**config.mk**
```make
export PLATFORM = sky130hd
export DESIGN_NAME = software_managed_tlb
export DESIGN_NICKNAME = d
export VERILOG_FILES = /design/src/smtlb_pkg.sv /design/src/software_managed_tlb.sv /design/src/smtlb_store.sv /design/src/smtlb_ctrl.sv /design/src/smtlb_obuf.sv
export SDC_FILE = /design/constraint.sdc
export NUM_CORES = 2
export LEC_CHECK = 0
export BUFFER_PORTS_ARGS = -buffer_cell sky130_fd_sc_hd__buf_2
export CAP_MARGIN = 20
export CORE_MARGIN = 3
export CORE_UTILIZATION = 35
export DETAILED_ROUTE_END_ITERATION = 10
export MAX_ROUTING_LAYER = met4
export PLACE_DENSITY = 0.62
export SYNTH_ARGS = -nofsm -noshare
export SYNTH_HDL_FRONTEND = slang
export SYNTH_SLANG_ARGS = --single-unit
```
**constraint.sdc**
```tcl
create_clock -name clk -period 10.4 [get_ports clk]
set_clock_uncertainty 0.2 [all_clocks]
set_input_delay 2.08 -clock clk [delete_from_list [all_inputs] [get_ports clk]]
set_output_delay 2.08 -clock clk [all_outputs]
set_load 0.005 [all_outputs]
```
**src/smtlb_pkg.sv**
```systemverilog
// ----------------------------------------------------------------------------
// smtlb_pkg
// shared types, field widths and command / result codes of the translation
// buffer
// ----------------------------------------------------------------------------
`default_nettype none

package smtlb_pkg;

	localparam int ENTRIES_DEF = 16;

	localparam int CMD_W   = 3;
	localparam int SLOT_W  = 6;
	localparam int PAGE_W  = 32;
	localparam int FRAME_W = 48;
	localparam int ACC_W   = 3;
	localparam int KIND_W  = 3;

	// protection bit that makes a slot dirty-capable
	localparam int ACC_WRITE_BIT = 1;

	// command codes
	localparam logic [CMD_W-1:0] CMD_MAP   = 3'd0;
	localparam logic [CMD_W-1:0] CMD_READ  = 3'd1;
	localparam logic [CMD_W-1:0] CMD_PROBE = 3'd2;
	localparam logic [CMD_W-1:0] CMD_UNMAP = 3'd3;
	localparam logic [CMD_W-1:0] CMD_FLUSH = 3'd4;
	localparam logic [CMD_W-1:0] CMD_SYNC  = 3'd5;

	// result kinds
	localparam logic [KIND_W-1:0] KIND_DONE      = 3'd0;
	localparam logic [KIND_W-1:0] KIND_SLOT      = 3'd1;
	localparam logic [KIND_W-1:0] KIND_PROBE     = 3'd2;
	localparam logic [KIND_W-1:0] KIND_WRITEBACK = 3'd3;
	localparam logic [KIND_W-1:0] KIND_BAD_INDEX = 3'd4;

	typedef struct packed {
		logic [PAGE_W-1:0]  page;
		logic [FRAME_W-1:0] frame;
		logic [ACC_W-1:0]   access;
	} entry_t;

	// requests from the sequencer to the slot store
	typedef struct packed {
		logic              rd_en;
		logic [SLOT_W-1:0] rd_addr;
		logic              wr_en;
		logic [SLOT_W-1:0] wr_addr;
		entry_t            wr_data;
		logic              clr_en;
		logic [SLOT_W-1:0] clr_addr;
	} store_req_t;

	typedef struct packed {
		logic [KIND_W-1:0]  kind;
		logic               hit;
		logic [SLOT_W-1:0]  slot;
		logic [PAGE_W-1:0]  page;
		logic [FRAME_W-1:0] frame;
		logic [ACC_W-1:0]   access;
		logic               last;
	} result_t;

endpackage

`default_nettype wire

```
**src/software_managed_tlb.sv**
```systemverilog
// ----------------------------------------------------------------------------
// software_managed_tlb
// fully associative, software managed translation buffer with write-back
// requests for dirty-capable slots
// ----------------------------------------------------------------------------
// One command word is taken at a time; the next is accepted once the last
// result word of the current command has moved into the output register.
// The slots live in a single-port-read, single-port-write memory with a
// registered read; a command that reads slots issues its first read as it is
// accepted. Read slot answers from that read, map writes the new contents
// and then writes the old ones back if they were valid and writable, probe
// walks the slots up to the first match and unmap, flush and sync walk all
// slots, one per cycle through the read port while no write-back word waits
// on a stalled output side. Bad indexes and unknown codes read no slot.
// The store is empty right after reset without a clearing pass: each slot
// has a written bit that reset clears. Result words per command: write-back
// requests in ascending slot order, then one done word for map, unmap, flush,
// sync and unknown codes; read, probe and bad-index maps give exactly one word.
// ----------------------------------------------------------------------------
`default_nettype none

module software_managed_tlb #(
	parameter int ENTRIES = smtlb_pkg::ENTRIES_DEF
) (
	input  wire         clk,
	input  wire         arst_n,
	// command side
	input  wire         s_axis_tvalid,
	output logic        s_axis_tready,
	// slot[5:0], page[37:6], frame_addr[85:38], access[88:86], zero pad
	input  wire  [95:0] s_axis_tdata,
	// cmd[2:0]
	input  wire  [2:0]  s_axis_tuser,
	// result side
	output logic        m_axis_tvalid,
	input  wire         m_axis_tready,
	// hit[0], slot_out[6:1], page_out[38:7], frame_out[86:39],
	// access_out[89:87], zero pad
	output logic [95:0] m_axis_tdata,
	// kind[2:0]
	output logic [2:0]  m_axis_tuser,
	// last result word of the command
	output logic        m_axis_tlast
);

	smtlb_pkg::store_req_t store_req;
	smtlb_pkg::entry_t     rdata;
	smtlb_pkg::result_t    push_res;
	smtlb_pkg::result_t    out_res;
	logic                  push_valid;
	logic                  push_ready;

	// command word unpacking
	logic [smtlb_pkg::SLOT_W-1:0]  in_slot;
	logic [smtlb_pkg::PAGE_W-1:0]  in_page;
	logic [smtlb_pkg::FRAME_W-1:0] in_frame;
	logic [smtlb_pkg::ACC_W-1:0]   in_access;

	assign in_slot   = s_axis_tdata[5:0];
	assign in_page   = s_axis_tdata[37:6];
	assign in_frame  = s_axis_tdata[85:38];
	assign in_access = s_axis_tdata[88:86];

	smtlb_store #(
		.ENTRIES(ENTRIES)
	) u_store (
		.clk   (clk),
		.arst_n(arst_n),
		.req   (store_req),
		.rdata (rdata)
	);

	smtlb_ctrl #(
		.ENTRIES(ENTRIES)
	) u_ctrl (
		.clk       (clk),
		.arst_n    (arst_n),
		.in_valid  (s_axis_tvalid),
		.in_ready  (s_axis_tready),
		.in_cmd    (s_axis_tuser),
		.in_slot   (in_slot),
		.in_page   (in_page),
		.in_frame  (in_frame),
		.in_access (in_access),
		.store_req (store_req),
		.rdata     (rdata),
		.push_valid(push_valid),
		.push_ready(push_ready),
		.push_res  (push_res)
	);

	smtlb_obuf u_obuf (
		.clk       (clk),
		.arst_n    (arst_n),
		.push_valid(push_valid),
		.push_ready(push_ready),
		.push_res  (push_res),
		.out_valid (m_axis_tvalid),
		.out_ready (m_axis_tready),
		.out_res   (out_res)
	);

	// result word packing, lowest field first
	assign m_axis_tdata = {6'd0, out_res.access, out_res.frame, out_res.page,
		out_res.slot, out_res.hit};
	assign m_axis_tuser = out_res.kind;
	assign m_axis_tlast = out_res.last;

endmodule

`default_nettype wire

```
**src/smtlb_store.sv**
```systemverilog
// ----------------------------------------------------------------------------
// smtlb_store
// slot memory with one write and one registered read port, plus a
// per-slot written bit so that cleared or never written slots read as zero
// ----------------------------------------------------------------------------
`default_nettype none

module smtlb_store #(
	parameter int ENTRIES = smtlb_pkg::ENTRIES_DEF
) (
	input  wire                     clk,
	input  wire                     arst_n,
	input  smtlb_pkg::store_req_t   req,
	output smtlb_pkg::entry_t       rdata
);

	localparam int IW = (ENTRIES > 1) ? $clog2(ENTRIES) : 1;

	smtlb_pkg::entry_t mem [ENTRIES];
	smtlb_pkg::entry_t rd_data_q;
	logic              rd_valid_q;
	logic [ENTRIES-1:0] written_q;

	logic [IW-1:0] rd_idx;
	logic [IW-1:0] wr_idx;
	logic [IW-1:0] clr_idx;

	assign rd_idx  = req.rd_addr[IW-1:0];
	assign wr_idx  = req.wr_addr[IW-1:0];
	assign clr_idx = req.clr_addr[IW-1:0];

	always_ff @(posedge clk) begin
		if (req.wr_en) begin
			mem[wr_idx] <= req.wr_data;
		end
		if (req.rd_en) begin
			rd_data_q <= mem[rd_idx];
		end
	end

	always_ff @(posedge clk or negedge arst_n) begin
		if (!arst_n) begin
			written_q  <= '0;
			rd_valid_q <= 1'b0;
		end else begin
			if (req.clr_en) begin
				written_q[clr_idx] <= 1'b0;
			end
			if (req.wr_en) begin
				written_q[wr_idx] <= 1'b1;
			end
			if (req.rd_en) begin
				rd_valid_q <= written_q[rd_idx];
			end
		end
	end

	assign rdata = rd_valid_q ? rd_data_q : '0;

endmodule

`default_nettype wire

```
**src/smtlb_ctrl.sv**
```systemverilog
// ----------------------------------------------------------------------------
// smtlb_ctrl
// command sequencer: reads slots from the store, decides, writes back and
// emits result words one at a time
// ----------------------------------------------------------------------------
`default_nettype none

module smtlb_ctrl #(
	parameter int ENTRIES = smtlb_pkg::ENTRIES_DEF
) (
	input  wire                                 clk,
	input  wire                                 arst_n,
	input  wire                                 in_valid,
	output logic                                in_ready,
	input  wire  [smtlb_pkg::CMD_W-1:0]         in_cmd,
	input  wire  [smtlb_pkg::SLOT_W-1:0]        in_slot,
	input  wire  [smtlb_pkg::PAGE_W-1:0]        in_page,
	input  wire  [smtlb_pkg::FRAME_W-1:0]       in_frame,
	input  wire  [smtlb_pkg::ACC_W-1:0]         in_access,
	output smtlb_pkg::store_req_t               store_req,
	input  smtlb_pkg::entry_t                   rdata,
	output logic                                push_valid,
	input  wire                                 push_ready,
	output smtlb_pkg::result_t                  push_res
);

	localparam int IW = (ENTRIES > 1) ? $clog2(ENTRIES) : 1;

	typedef enum logic [2:0] {
		ST_IDLE,
		ST_READ,
		ST_MAP_CHK,
		ST_MAP_WB,
		ST_WALK,
		ST_DONE,
		ST_ERR
	} state_t;

	state_t state_q, state_d;

	logic [smtlb_pkg::CMD_W-1:0]   cmd_q;
	logic [smtlb_pkg::SLOT_W-1:0]  slot_q;
	logic [smtlb_pkg::PAGE_W-1:0]  page_q;
	logic [smtlb_pkg::FRAME_W-1:0] frame_q;
	logic [smtlb_pkg::ACC_W-1:0]   acc_q;
	logic [IW-1:0]                 idx_q, idx_d;

	logic slot_ok;
	logic r_valid;
	logic r_match;
	logic r_writable;
	logic idx_last;
	logic walk_wb;
	logic walk_clr;

	assign slot_ok    = in_slot < smtlb_pkg::SLOT_W'(ENTRIES);
	assign r_valid    = rdata.frame != '0;
	assign r_match    = rdata.page == page_q;
	assign r_writable = rdata.access[smtlb_pkg::ACC_WRITE_BIT];
	assign idx_last   = idx_q == IW'(ENTRIES - 1);

	// walk decisions for the slot currently on the read port
	assign walk_wb  = r_valid && r_writable && (cmd_q != smtlb_pkg::CMD_PROBE)
		&& ((cmd_q != smtlb_pkg::CMD_UNMAP) || r_match);
	assign walk_clr = r_valid && (((cmd_q == smtlb_pkg::CMD_UNMAP) && r_match)
		|| (cmd_q == smtlb_pkg::CMD_FLUSH));

	always_comb begin
		state_d    = state_q;
		idx_d      = idx_q;
		in_ready   = 1'b0;
		store_req  = '0;
		push_valid = 1'b0;
		push_res   = '0;

		case (state_q)
			ST_IDLE: begin
				in_ready = 1'b1;
				if (in_valid) begin
					case (in_cmd)
						smtlb_pkg::CMD_MAP,
						smtlb_pkg::CMD_READ: begin
							if (!slot_ok) begin
								state_d = ST_ERR;
							end else begin
								store_req.rd_en   = 1'b1;
								store_req.rd_addr = in_slot;
								state_d = (in_cmd == smtlb_pkg::CMD_MAP) ? ST_MAP_CHK : ST_READ;
							end
						end
						smtlb_pkg::CMD_PROBE,
						smtlb_pkg::CMD_UNMAP,
						smtlb_pkg::CMD_FLUSH,
						smtlb_pkg::CMD_SYNC: begin
							store_req.rd_en   = 1'b1;
							store_req.rd_addr = '0;
							idx_d   = '0;
							state_d = ST_WALK;
						end
						default: begin
							state_d = ST_DONE;
						end
					endcase
				end
			end

			ST_READ: begin
				push_valid      = 1'b1;
				push_res.kind   = smtlb_pkg::KIND_SLOT;
				push_res.slot   = slot_q;
				push_res.page   = rdata.page;
				push_res.frame  = rdata.frame;
				push_res.access = rdata.access;
				push_res.last   = 1'b1;
				if (push_ready) begin
					state_d = ST_IDLE;
				end
			end

			ST_MAP_CHK: begin
				// read data stays on the port: no further read is issued
				store_req.wr_en          = 1'b1;
				store_req.wr_addr        = slot_q;
				store_req.wr_data.page   = page_q;
				store_req.wr_data.frame  = frame_q;
				store_req.wr_data.access = acc_q;
				state_d = (r_valid && r_writable) ? ST_MAP_WB : ST_DONE;
			end

			ST_MAP_WB: begin
				push_valid      = 1'b1;
				push_res.kind   = smtlb_pkg::KIND_WRITEBACK;
				push_res.slot   = slot_q;
				push_res.page   = rdata.page;
				push_res.frame  = rdata.frame;
				push_res.access = rdata.access;
				if (push_ready) begin
					state_d = ST_DONE;
				end
			end

			ST_WALK: begin
				if (cmd_q == smtlb_pkg::CMD_PROBE) begin
					if (r_valid && r_match) begin
						push_valid      = 1'b1;
						push_res.kind   = smtlb_pkg::KIND_PROBE;
						push_res.hit    = 1'b1;
						push_res.slot   = smtlb_pkg::SLOT_W'(idx_q);
						push_res.page   = rdata.page;
						push_res.frame  = rdata.frame;
						push_res.access = rdata.access;
						push_res.last   = 1'b1;
						if (push_ready) begin
							state_d = ST_IDLE;
						end
					end else if (idx_last) begin
						push_valid    = 1'b1;
						push_res.kind = smtlb_pkg::KIND_PROBE;
						push_res.last = 1'b1;
						if (push_ready) begin
							state_d = ST_IDLE;
						end
					end else begin
						store_req.rd_en   = 1'b1;
						store_req.rd_addr = smtlb_pkg::SLOT_W'(idx_q + 1'b1);
						idx_d = idx_q + 1'b1;
					end
				end else if (!walk_wb || push_ready) begin
					push_valid      = walk_wb;
					push_res.kind   = smtlb_pkg::KIND_WRITEBACK;
					push_res.slot   = smtlb_pkg::SLOT_W'(idx_q);
					push_res.page   = rdata.page;
					push_res.frame  = rdata.frame;
					push_res.access = rdata.access;
					store_req.clr_en   = walk_clr;
					store_req.clr_addr = smtlb_pkg::SLOT_W'(idx_q);
					if (idx_last) begin
						state_d = ST_DONE;
					end else begin
						store_req.rd_en   = 1'b1;
						store_req.rd_addr = smtlb_pkg::SLOT_W'(idx_q + 1'b1);
						idx_d = idx_q + 1'b1;
					end
				end
			end

			ST_DONE: begin
				push_valid    = 1'b1;
				push_res.kind = smtlb_pkg::KIND_DONE;
				push_res.last = 1'b1;
				if (push_ready) begin
					state_d = ST_IDLE;
				end
			end

			ST_ERR: begin
				push_valid    = 1'b1;
				push_res.kind = smtlb_pkg::KIND_BAD_INDEX;
				push_res.slot = slot_q;
				push_res.last = 1'b1;
				if (push_ready) begin
					state_d = ST_IDLE;
				end
			end

			default: begin
				state_d = ST_IDLE;
			end
		endcase
	end

	always_ff @(posedge clk or negedge arst_n) begin
		if (!arst_n) begin
			state_q <= ST_IDLE;
			idx_q   <= '0;
			cmd_q   <= '0;
		end else begin
			state_q <= state_d;
			idx_q   <= idx_d;
			if (in_valid && in_ready) begin
				cmd_q <= in_cmd;
			end
		end
	end

	// command operands
	always_ff @(posedge clk) begin
		if (in_valid && in_ready) begin
			slot_q  <= in_slot;
			page_q  <= in_page;
			frame_q <= in_frame;
			acc_q   <= in_access;
		end
	end

endmodule

`default_nettype wire

```
**src/smtlb_obuf.sv**
```systemverilog
// ----------------------------------------------------------------------------
// smtlb_obuf
// output register: holds one result word until the downstream side takes it
// ----------------------------------------------------------------------------
`default_nettype none

module smtlb_obuf (
	input  wire                  clk,
	input  wire                  arst_n,
	input  wire                  push_valid,
	output logic                 push_ready,
	input  smtlb_pkg::result_t   push_res,
	output logic                 out_valid,
	input  wire                  out_ready,
	output smtlb_pkg::result_t   out_res
);

	logic               valid_q;
	smtlb_pkg::result_t res_q;

	assign push_ready = !valid_q || out_ready;
	assign out_valid  = valid_q;
	assign out_res    = res_q;

	always_ff @(posedge clk or negedge arst_n) begin
		if (!arst_n) begin
			valid_q <= 1'b0;
		end else if (push_ready) begin
			valid_q <= push_valid;
		end
	end

	always_ff @(posedge clk) begin
		if (push_valid && push_ready) begin
			res_q <= push_res;
		end
	end

endmodule

`default_nettype wire

```
Yosys cells after proc, flatten, opt, wreduce, memory -nomap -nowiden --
Memory sizes are Yosys's and may differ from the RTL's. A register that Yosys moved wholly into a read port is not among the register bits. Cells that the tools add are included.
Word-level totals: register bits after elaboration 211, memory bits (writable) 1328, output and inout bits 102, word-level logic and storage cells 144, memories kept 1
Memories:
- u_store.mem | words 16, bits a word 83, read ports 1, clocked after Yosys merged registers in 1, write ports 1, line smtlb_store.sv:19 | smtlb_pkg::entry_t mem [ENTRIES];
Cells by class: add/subtract/negate cells 2, $lt $le $gt $ge 6, equality and inequality tests 25, muxes and demuxes 61, bitwise gates (word level) 3, reduce and logical (&&, ||, !) cells 29
Operators by type and width (number):
- 90-bit two-way mux | 2
- 83-bit one-hot mux with 2 select lines | 1
- 89-bit two-way mux | 1
- 87-bit two-way mux | 1
- 83-bit two-way mux | 1
- 7-bit two-way mux | 9
- 48-bit nonzero test | 1
- 3-bit two-way mux | 12
- 32-bit == test | 1
- 16-bit two-way mux | 2
- 7-bit one-hot mux with 2 select lines | 2
- 4-bit two-way mux | 6
- 3-bit by 2-bit == test with 1-bit output (second input constant) | 6
- 3-bit == test (second input constant) | 6
- 16-bit bitwise AND | 1
- 16-bit inverter | 1
- 16-bit bitwise OR | 1
- 4-bit by 5-bit less-than comparator with 1-bit output (second input constant) | 3
- 3-bit one-hot mux with 5 select lines | 1
- 3-bit one-hot mux with 4 select lines | 1
- 6-bit one-hot mux with 2 select lines | 1
- 1-bit two-way mux | 11
- 1-bit logical AND | 10
- 5-bit AND reduction | 2
- 25 further kinds | 43

Logic depth before layout (Yosys ltp) --
depth after elaboration 19, depth in mapped cells 17, gate-level depth less buffers 11

Hierarchy --
A second synthesis with hierarchy kept.
Second synthesis, totals: cell total of the unflattened synthesis 2716, area, all modules 62576.3 µm²
By module, submodules not included:
- smtlb_store | times used 1, cells an instance 2103, area an instance 53686.5 µm²
- smtlb_ctrl | times used 1, cells an instance 508, area an instance 5964.5 µm²
- smtlb_obuf | times used 1, cells an instance 98, area an instance 2876.5 µm²
- software_managed_tlb | times used 1, cells an instance 7, area an instance 48.8 µm²

Worst setup path after synthesis --
OpenSTA, ideal clock, no wires.
path kind in2reg, start point input port s_axis_tvalid, end point register u_store.rd_valid_q, setup time 0.142 ns, arrival 7.557 ns, data required time 10.058 ns, slack 2.501 ns, stages on the path 7, cells stage by stage and2_1 > clkbuf_1 > nand2_1 > nand3_1 > nand2_1 > o32ai_1 > a211oi_1
RTL lines:
- start, declared | line software_managed_tlb.sv:28 | input wire s_axis_tvalid,
- end signal, assigned | line smtlb_store.sv:53 | rd_valid_q <= written_q[rd_idx];
- end, declared | line smtlb_store.sv:21 | logic rd_valid_q;

Worst setup path after layout --
start point register u_store.rd_valid_q, end point register u_store.rd_data_q[69] (netlist name)
Between the ends: word-level cells in the longest chain between the ends 10, elaborated cells on any way between the ends 14, classes of those cells eq/ne: 1; mux: 5; reduce/logical: 8
RTL lines:
- 83-bit two-way mux (*) | line smtlb_store.sv:58 | assign rdata = rd_valid_q ? rd_data_q : '0;
- 48-bit nonzero test | line smtlb_ctrl.sv:57 | assign r_valid = rdata.frame != '0;
- 1-bit logical AND (2 in series) | line smtlb_ctrl.sv:63 | assign walk_wb = r_valid && r_writable && (cmd_q != smtlb_pkg::CMD_PROBE)
- 1-bit logical AND | line smtlb_ctrl.sv:64 | && ((cmd_q != smtlb_pkg::CMD_UNMAP) || r_match);
- 1-bit logical NOT | line smtlb_ctrl.sv:168 | end else if (!walk_wb || push_ready) begin
- 1-bit logical OR | line smtlb_ctrl.sv:168
- 7-bit two-way mux | line smtlb_ctrl.sv:168
- 7-bit two-way mux (*) | line smtlb_ctrl.sv:143 | if (cmd_q == smtlb_pkg::CMD_PROBE) begin
- 7-bit one-hot mux with 2 select lines (*) | line smtlb_ctrl.sv:76 | case (state_q)
Every way passes the cells marked *; elsewhere a longest branch is shown, timed or not. A chain may end at the register's enable or synchronous reset.

==> results.toml <==
[critical_path]
rrSetupSlack_ns = 4.05
crit_buf_inv = 2
cp_slowest_cell = "nor4_2"
critPathMostFrequentCell = "buf_4"
critPathCaptureType = "register"
path_class = "reg -> reg"
cp-start-kind = "register"
worstPathRequired_ns = 10.85
crit_arrival_ns = 6.80
critPathTopFamily = "compound AO/OA/AOI/OAI gates"
crit_chain = "buf_4 > nand4b_1 > o22ai_1 > a21oi_1 > nor4_2 > nand4_1 > o21ai_1 > nor2_1 > a22oi_2 > nand2_4 > buf_4 > o32ai_1 > a221o_1"
critPathMaxStageDelay_ns = 0.74
cp_max_fo = 52

[floorplanning]
core_um2 = 181000
dieHeight_um = 434
die_w_um = 434
start_util_pct = 35.3
dieArea_um2 = 188000
row_count = 156
pin_count = 205

[pwr]
p_clk_share_pct = 27.7
combPwrFrac_pct = 33.5
switching_power_mw = 7.28
p_sw_share_pct = 35.0
p_leak_nw = 25.2
power_density_nw_per_um2 = 286
p_int_mw = 13.5
peakVddDrop_mv = 0.420
seqPwrFrac_pct = 38.8

[place]
hpwl_mm = 85.9
io_buffers = 191
placed_area_um2 = 67500
dp.cells = 6673
gp_congestion = 0.787
preCtsSetupSlack_ns = 3.86

[synthesis]
synthCells = 4312
ys_ff_latch = 1622
ys.flop_type = "edfxtp_1"
async_reset_ff_share_pct = 1.73
synth_warnings = 0
synth_common_cells = "edfxtp_1 (1594), nand2_1 (1027), and3_1 (334)"
synth.avg_cell_area_um2 = 14.9
synth_area_leaders = "edfxtp_1 (75%), nand2_1 (6.0%), and3_1 (3.3%), mux2i_1 (2.6%), and2_1 (1.6%)"
synthesis.area_um2 = 64100
synth-seq-area-share_pct = 75.8
synth_cell_types = 60
yosysMostFrequentCell = "edfxtp_1"
synth-edff-count = 1594
synth_top_cell_by_area = "edfxtp_1"
synth_top_area_share_pct = 74.7

[timing]
fmax_ghz = 0.157
setup_tns_ns = 0
period_minus_slack_ns = 6.35
fin_crit_sh_pct = 61.1
setup_ws_ns = 4.05
rsz0062_at_grt = "false"
hold_viol_final = 0
setup-violations-final = 0
worst_pin_slew_ns = 1.10
relSlewSlack_pct = 26.5
slew_violations = 0

[flow_run]
drv_cap = 0

[route]
viasPerCell = 5.32
drc = 0
drt-initial-drc-count = 3899
ant_nets = 0
wire_per_inst_um = 24.1
num_vias = 37100
firstDrtPassIters = 7
wirelength_mm = 168

[grt]
grt_max_degree = 176
grt_pass1_wl_mm = 245
busiest_layer = "met2"
use_met1_pct = 23.0
overflow = 0
grt_pass1_vias = 35700
grtUsageMet3_pct = 2.59
antenna_found_initial = 10
use_met2_pct = 29.7
grt_usage_pct = 18.1

[clock_network]
post_cts_buffers = 0
ctsHoldBuffers = 0
cts_tree = "yes"
clk_latency_ns = 0.82
post_cts_resize_count = 0
htreeDepth = 4
clockBufferDepth = 3
numCtsBuffers = 167
clockRootBuffer = "clkbuf_16"
clock_sinks = 1622
path_clk_slew_ns = 0.06

[cells_and_area]
fin_cells = 6971
layout-drive-gt1-share_pct = 13.1
nFillCells = 16300
diodes = 0
areaGrowthSynthToFinish_pct = 13.5
fin_area_um2 = 72700
nets = 4578

[status]
outcome = "finished clean"

[hold_path]
hold_class = "reg -> reg"
layout make-up:
class	count	area (µm²)	area share [%]
clock inverter	78	842	1.16
sequential	1622	48600	66.8
clock buffer	219	4430	6.09
timing repair buffer	259	1580	2.17
inverter	4	15.0	0.0206
multi-input combinational	2419	14400	19.7
tap	2370	2970	4.08
through the flow:
stage	power (mW)	hold WS, ns	util (%)
CTS	21.0	0.279	40.1
global placement	15.1	0.262	37.2
floorplan	13.0	0.250	-
detailed placement	15.2	0.266	37.2
global route	21.9	0.295	40.1
finish	20.8	0.282	40.1
cells in the final DEF, fill, tap and decap left out, types with 82 or more instances in the layout:
master and instances:
a221o_1 83, a31oi_1 166, and2_1 168, and3_1 334, buf_2 191, clkbuf_16 169, edfxtp_1 1594, mux2_2 82
mux2i_1 169, nand2_1 1025, o32ai_1 84
logic make-up after synthesis:
group                    Yosys count  synth area share [%]
flip-flops                      1622                  75.8
adder cells (fa/ha/maj)            2                0.0390
other                              1               0.00585
multiplexers                     254                  4.13
XOR/XNOR                          19                 0.260
buffers and inverters            276                  2.21
AND/OR/NAND/NOR                 1672                  12.2
AO/OA/AOI/OAI                    466                  5.40
state kept, by name (all words and copies together), names as in the netlist, 3 cells and up:
| signal | cells |
|---|---|
| u_ctrl.slot_q | 6 |
| u_ctrl.frame_q | 48 |
| u_ctrl.acc_q | 3 |
| u_ctrl.page_q | 32 |
| u_store.rd_data_q | 83 |
| u_store.written_q | 16 |
| u_ctrl.state_q | 3 |
| u_obuf.out_res | 94 |
| u_ctrl.cmd_q | 3 |
| u_ctrl.idx_q | 4 |
| u_store.mem | 1328 |
layer usage:
| metal | routed length [µm] | vias up |
|---|---|---|
| li1 | - | 16500 |
| met1 | 67700 | 18800 |
| met2 | 83500 | 1427 |
| met3 | 11000 | 291 |
| met4 | 5910 | 0 |
| met5 | 0 | - |
worst paths after layout:
check | to | depth (start not counted) | from
min in group asynchronous | u_obuf.out_valid$_DFFE_PN0P_ | 1 | arst_n
worst min-delay path | u_store.written_q[3]$_DFF_PN0_ | 1 | u_store.written_q[3]$_DFF_PN0_
max in group asynchronous | u_store.rd_valid_q$_DFFE_PN0P_ | 1 | arst_n
worst max-delay path | u_store.rd_data_q[69]$_DFFE_PP_ | 13 | u_store.rd_valid_q$_DFFE_PN0P_
worst max register to register | u_store.rd_data_q[69]$_DFFE_PP_ | 13 | u_store.rd_valid_q$_DFFE_PN0P_
worst min register to register | u_store.written_q[3]$_DFF_PN0_ | 1 | u_store.written_q[3]$_DFF_PN0_
power by group through the flow:
stage / logic, mW / registers [mW] / clock network [mW]
floorplan: 4.93 / 8.07 / 0
global placement: 6.87 / 8.21 / 0
detailed placement: 7.00 / 8.21 / 0
CTS: 7.02 / 8.08 / 5.87
global route: 7.66 / 8.09 / 6.16
finish: 6.98 / 8.06 / 5.77
No activity file was read; power rests on OpenSTA's default activity.
